`config.mk`:
```
export PLATFORM = sky130hd
export DESIGN_NAME = phe_ctrl
export DESIGN_NICKNAME = d
export VERILOG_FILES = /design/src/rtl/pixel_histogram_engine_unit_assert.svh /design/src/rtl/phe_pkg.sv /design/src/rtl/phe_ctrl.sv
export SDC_FILE = /design/constraint.sdc
export NUM_CORES = 1
export LEC_CHECK = 0
export BUFFER_PORTS_ARGS = -buffer_cell sky130_fd_sc_hd__buf_2
export CORE_AREA = 10 10 47 49
export DETAILED_ROUTE_END_ITERATION = 8
export DIE_AREA = 0 0 57 59
export PLACE_DENSITY = 0.45
export SYNTH_ARGS = -nofsm -noshare
export SYNTH_HDL_FRONTEND = slang
export SYNTH_SLANG_ARGS = --single-unit
```
`constraint.sdc`:
```
create_clock -name clock -period 3.35 [get_ports clock]
set_input_delay 0.335 -clock clock [delete_from_list [all_inputs] [get_ports clock]]
set_output_delay 0.335 -clock clock [all_outputs]
set_load 0.02 [all_outputs]
```
`src/rtl/pixel_histogram_engine_unit_assert.svh`:
```
// Assertion macros for the pixel histogram engine.
// Used by the top level only; no other dependencies.
`ifndef PIXEL_HISTOGRAM_ENGINE_UNIT_ASSERT_SVH
`define PIXEL_HISTOGRAM_ENGINE_UNIT_ASSERT_SVH

`ifndef ASSERT_OFF
// Same-cycle implication: when ante holds, cons must hold.
`define PHE_ASSERT_IMPLY(label, clk, rst, ante, cons) \
   label: assert property (@(posedge clk) disable iff (rst) (ante) |-> (cons)) \
      else $error("phe assertion failed");
// Next-cycle implication: when ante holds, cons must hold in the next cycle.
`define PHE_ASSERT_NEXT(label, clk, rst, ante, cons) \
   label: assert property (@(posedge clk) disable iff (rst) (ante) |=> (cons)) \
      else $error("phe assertion failed");
`else
`define PHE_ASSERT_IMPLY(label, clk, rst, ante, cons)
`define PHE_ASSERT_NEXT(label, clk, rst, ante, cons)
`endif

`endif

```
`src/rtl/phe_pkg.sv`:
```
// Shared types and constants of the pixel histogram engine.
// No dependencies; imported by every module of the block.
`default_nettype none

package phe_pkg;

   localparam int NumBins   = 256;
   localparam int BinIdxW   = $clog2(NumBins);
   localparam int PixelW    = 8;
   localparam int CountW    = 24;
   localparam logic [CountW-1:0] BinCeiling = {CountW{1'b1}};

   typedef enum logic [1:0] {
      OP_ACCUM = 2'd0,
      OP_READ  = 2'd1,
      OP_CLEAR = 2'd2,
      OP_NONE  = 2'd3
   } opcode_type;

   typedef enum logic [1:0] {
      ST_IDLE,
      ST_UPDATE,
      ST_DELIVER
   } state_type;

   // Commands from controller to datapath
   typedef struct packed {
      logic capture;    // latch index, read bin memory and valid bit
      logic sel_pixel;  // index from pixel value, else from bin select
      logic write;      // write back incremented count
      logic clear;      // drop every bin to zero
      logic load_rsp;   // load result register
   } cmd_type;

endpackage

`default_nettype wire

```
`src/rtl/phe_ctrl.sv`:
```
// Controller state machine of the pixel histogram engine.
// Depends on phe_pkg; drives the datapath through cmd_type.
`default_nettype none

module phe_ctrl (
   input  wire logic                clock,
   input  wire logic                reset,
   input  wire logic                req_valid,
   input  wire phe_pkg::opcode_type req_opcode,
   output logic                     req_stall,
   output logic                     rsp_valid,
   input  wire logic                rsp_stall,
   output phe_pkg::cmd_type         cmd
);
   import phe_pkg::*;

   state_type state_ff, state_in;
   logic      rsp_valid_ff, rsp_valid_in;

   // State and result-valid registers
   always_ff @(posedge clock) begin
      if (reset) begin
         state_ff     <= ST_IDLE;
         rsp_valid_ff <= 1'b0;
      end else begin
         state_ff     <= state_in;
         rsp_valid_ff <= rsp_valid_in;
      end
   end

   // Next state and commands
   always_comb begin
      state_in  = state_ff;
      req_stall = 1'b1;
      cmd       = '0;
      case (state_ff)
         ST_IDLE: begin
            req_stall     = 1'b0;
            cmd.sel_pixel = (req_opcode == OP_ACCUM);
            if (req_valid) begin
               cmd.capture = 1'b1;
               case (req_opcode)
                  OP_ACCUM: state_in  = ST_UPDATE;
                  OP_READ:  state_in  = ST_DELIVER;
                  OP_CLEAR: cmd.clear = 1'b1;
                  default:  state_in  = ST_IDLE;
               endcase
            end
         end
         ST_UPDATE: begin
            cmd.write = 1'b1;
            state_in  = ST_IDLE;
         end
         ST_DELIVER: begin
            // hold until the result register is free or being taken
            if (!rsp_valid_ff || !rsp_stall) begin
               cmd.load_rsp = 1'b1;
               state_in     = ST_IDLE;
            end
         end
         default: state_in = ST_IDLE;
      endcase
   end

   // Result valid: set on load, drop on transfer
   always_comb begin
      rsp_valid_in = rsp_valid_ff;
      if (cmd.load_rsp) begin
         rsp_valid_in = 1'b1;
      end else if (rsp_valid_ff && !rsp_stall) begin
         rsp_valid_in = 1'b0;
      end
   end

   assign rsp_valid = rsp_valid_ff;

endmodule

`default_nettype wire

```
======== Word-level counts from Yosys, hierarchy flattened ========
Cells that the tools add are included.
cells by class
  muxes and demuxes ....................... 15
  equality and inequality tests ........... 7
  reduce and logical (&&, ||, !) cells .... 8
operator list
  cell                                                             number
  1-bit two-way mux                                                10
  2-bit two-way mux                                                3
  2-bit inequality test, second input constant                     3
  2-bit one-hot mux with 3 select lines                            1
  2-bit by 1-bit == test with 1-bit output, second input constant  2
  2-bit == test, second input constant                             2
  2-bit zero test                                                  2
  2-bit one-hot mux with 2 select lines                            1
  3-bit AND reduction                                              1
  1-bit zero test                                                  2
  2-bit nonzero test                                               1
  1-bit logical AND                                                1
  1-bit logical OR                                                 1
storage, ports and cells
  bits in registers ....................... 3
  output and inout port bits .............. 7
  input bits .............................. 6
  logic and storage cells ................. 32

======== Logic depth before layout (Yosys ltp) ========
  word-level depth ........................ 5
  depth in mapped cells ................... 3
  mapped depth without buffers ............ 2

======== Worst setup path before layout ========
OpenSTA, ideal clock, no wires.
  path type ............................... reg2out
  start point ............................. register state_ff[0]
  end point ............................... output cmd[1] in the netlist's numbering
  required time ........................... 3.015 ns
  path buffers ............................ 0
  slack ................................... 1.754 ns
  stages on the path, launching flop included .. 3
  arrival time ............................ 1.261 ns
  cell sequence ........................... dfxtp_1 nor3b_1 and3_1
RTL lines
  what                    line            text
  from (decl)             phe_ctrl.sv:17  state_type state_ff, state_in;
  from (signal assigned)  phe_ctrl.sv:26  state_ff <= state_in;
  to (decl)               phe_ctrl.sv:13  output phe_pkg::cmd_type cmd

==> summary.md <==
| Metric | Value |
|---|---|
| Avg Vias per Cell | 3.78 |
| Dpl hpwl | 434 um |
| P_sw | ~0.032 mW |
| Pwr Total | 0.122 mW |
| Die Wd | around 57 um |
| CTS HTree Levels | 1 |
| WP data required | 3.01 ns |
| Relative slew slack | 84.7% |
| Ant diodes | 0 |
| Clock share of power | 52.9% |
| FMAX | roughly 660 MHz |
| Gpl congestion | 0.711 |
| Clock skew | 0.000967 ns |
| Die area | between 0.003 and 0.004 sq mm |
| Die height | 59 um |
| Clock root buffer master | clkbuf_4 |
| Largest net degree at the start of global routing | 7 |
| Clock Path Buffers | 2 |
| Cell Pwr Density | 458 mW/mm^2 |
| Measured slew at the worst slew-check pin | 0.229 ns |
| Leak pwr | 0.132 nW |
| CTS clk-pin slew, worst paths | around 0.04 ns |
| Flops & latches, synth | 3 |
| DRC | 0 |
| Final WL | 561 um |
| Pins Over Slew Limit | 0 |
| Drt pass-1 iters | 1 |
| IO buf count | 12 |
| Combinational Power Share | 15.7% |
| Syn. warnings | 0 |
| Post-CTS sizing | 0 |
| Core area | 0.00140 sq mm |
| Yosys cell types | 14 |
| Fin. Hold Viols | 0 |
| CTS tree | built |
| Final #Nets | 40 |
| Layout fillers | roughly 170 |
| Share of Yosys cell area claimed by the top area cell type | 34.5% |
| Status | complete, no violations |
| Cells after synthesis | 19 |
| ANT nets after route | 0 |
| Critical path's largest stage delay | 0.35 ns |
| CP Buf/Inv Count | 1 |
| Max FO, Critical Path | 6 |
| Syn Nets | 25 |
| # rows | 14 |
| Area Overhead vs Synth | 52.5% |
| Ratio of cells with drive above 1 in the final layout | roughly half |
| Worst VDD drop | 0.195 mV |
| Main area contributors after synthesis | dfxtp_1 (35%), o32ai_2 (9.4%), buf_4 (8.6%) |
| Cts bufs inserted | 3 |
| Top cell family by delay on the critical path | simple AND/OR/NAND/NOR gates |
| Number of global-route vias before repair | 209 |
| Crit path cell chain | nor3b_1, and3_1, buf_2 |
| Crit path capture type | output port |
| Synthesized cell area | 174 sq um |
| Grt total ovfl | 0 |
| Sequential Power Share | 31.4% |
| Maxcap violations | 0 |
| Syn Area/Cell | 9.15 sq um |
| IO Count | 13 |
| Post-CTS Setup Bufs | 0 |
| Vias | 185 |
| Initial antenna violation count | 0 |
| Hold buffer count at cts | 0 |
| First-pass GRT wire length | 924 um |
| Clk sinks | 3 |
| Initial core utilization | 12.4% |
| Critical Path Start Type | flip-flop |
| Kind of critical path | reg -> out |
| Int Pwr | 0.0896 mW |
| Final worst-path cycle share | ~45% |
| Starting DRT DRC Count | 0 |
| Hold WS | between 0.3 and 0.4 ns |
| Endpoints failing setup | 0 |
| Synth area leader | dfxtp_1 |
| Worst Hold Class | in -> reg |
| RSZ-0062 raised after global routing | false |
| Sum of negative setup slack | 0 ns |
| CP arrival | 1.18 ns |
| WL per Instance | 11.4 um |
| Clock latency on the worst-skew pair | 0.23 ns |
| Fin util | a little under a fifth |
| Fraction of the yosys area taken by sequential cells | 34.5% |
| Slowest CP cell | dfxtp_1 |
| GRT Total Usage | 3.63% |
| Switching Fraction | 26.3% |
| Tmin final | 1.52 ns |
## cell type report
class,instances,area [sq um],area share (%)
Timing Repair Buffer,12,60.1,22.6
Inverter,1,3.75,1.42
Sequential cell,3,60.1,22.6
Multi-Input combinational cell,13,95.1,35.8
Tap cell,16,20.0,7.55
Clock buffer,4,26.3,9.91
## worst paths after layout
path	startpoint	end	slack, ns	cells after the start
worst max-delay path	state_ff[0]$_SDFFE_PP0P_	cmd[1]	1.83	3
worst min-delay path	reset	rsp_valid$_SDFFE_PP0P_	0.30	2
worst max register to register	state_ff[0]$_SDFFE_PP0P_	state_ff[1]$_SDFFE_PP0P_	2.17	2
worst min register to register	rsp_valid$_SDFFE_PP0P_	rsp_valid$_SDFFE_PP0P_	0.49	2
## per-layer routing
layer / GRT usage (%) / up-vias / routed length [um]
met3: 5.15 / 0 / 113
li1: - / 96 / -
met1: 4.75 / 71 / 331
met4: 1.01 / 0 / 0
met5: 0 / - / 0
met2: 2.64 / 18 / 117
## placed cells by master, fill, tap and decap left out
master and n:
dfxtp_1 3, clkbuf_1 1, or4b_4 1, nor3b_1 1
nand2_1 1, nor3_1 2, and3_1 1, nand4b_1 1
buf_2 12, or2_1 1, nor2b_1 1, clkbuf_4 3
a21oi_1 2, nand2b_1 1, inv_1 1, o32ai_2 1
## cells by family (layout without fill, tap and decap cells)
| family | count (synthesis) | count (layout) | synth area share, % |
|---|---|---|---|
| buf+inv | 3 | 17 | 10.8 |
| compound gates | 3 | 3 | 15.1 |
| flops | 3 | 3 | 34.5 |
| simple gates | 10 | 10 | 39.6 |
## registers in the layout, indices dropped and copies added, names as in the netlist
| signal | flops |
|---|---|
| state_ff | 2 |
| rsp_valid | 1 |
## Yosys cell counts
cell and number:
and3_1 1, inv_1 1, or4b_4 1, nand4b_1 1
a21oi_1 2, nor3b_1 1, nor2b_1 1, o32ai_2 1
nand2b_1 1, dfxtp_1 3, nand2_1 1, buf_4 2
or2_1 1, nor3_1 2
## through the flow
stage	std cells	cell area, sq um	setup WS (ns)
finish	49	265	1.83
global route	49	265	1.72
global placement	45	239	2.04
floorplan	19	174	1.75
detailed placement	45	239	2.04
CTS	49	265	1.83
## power by group through the flow
stage / sequential, mW / clock (mW) / combinational (mW)
after floorplan: 0.0387 / 0 / 0.0114
after global placement: 0.0386 / 0 / 0.0190
after detailed placement: 0.0387 / 0 / 0.0191
after CTS: 0.0381 / 0.0668 / 0.0192
after global routing: 0.0383 / 0.0705 / 0.0207
final: 0.0382 / 0.0642 / 0.0191
Note: power is estimated with default switching activity, not from simulation.
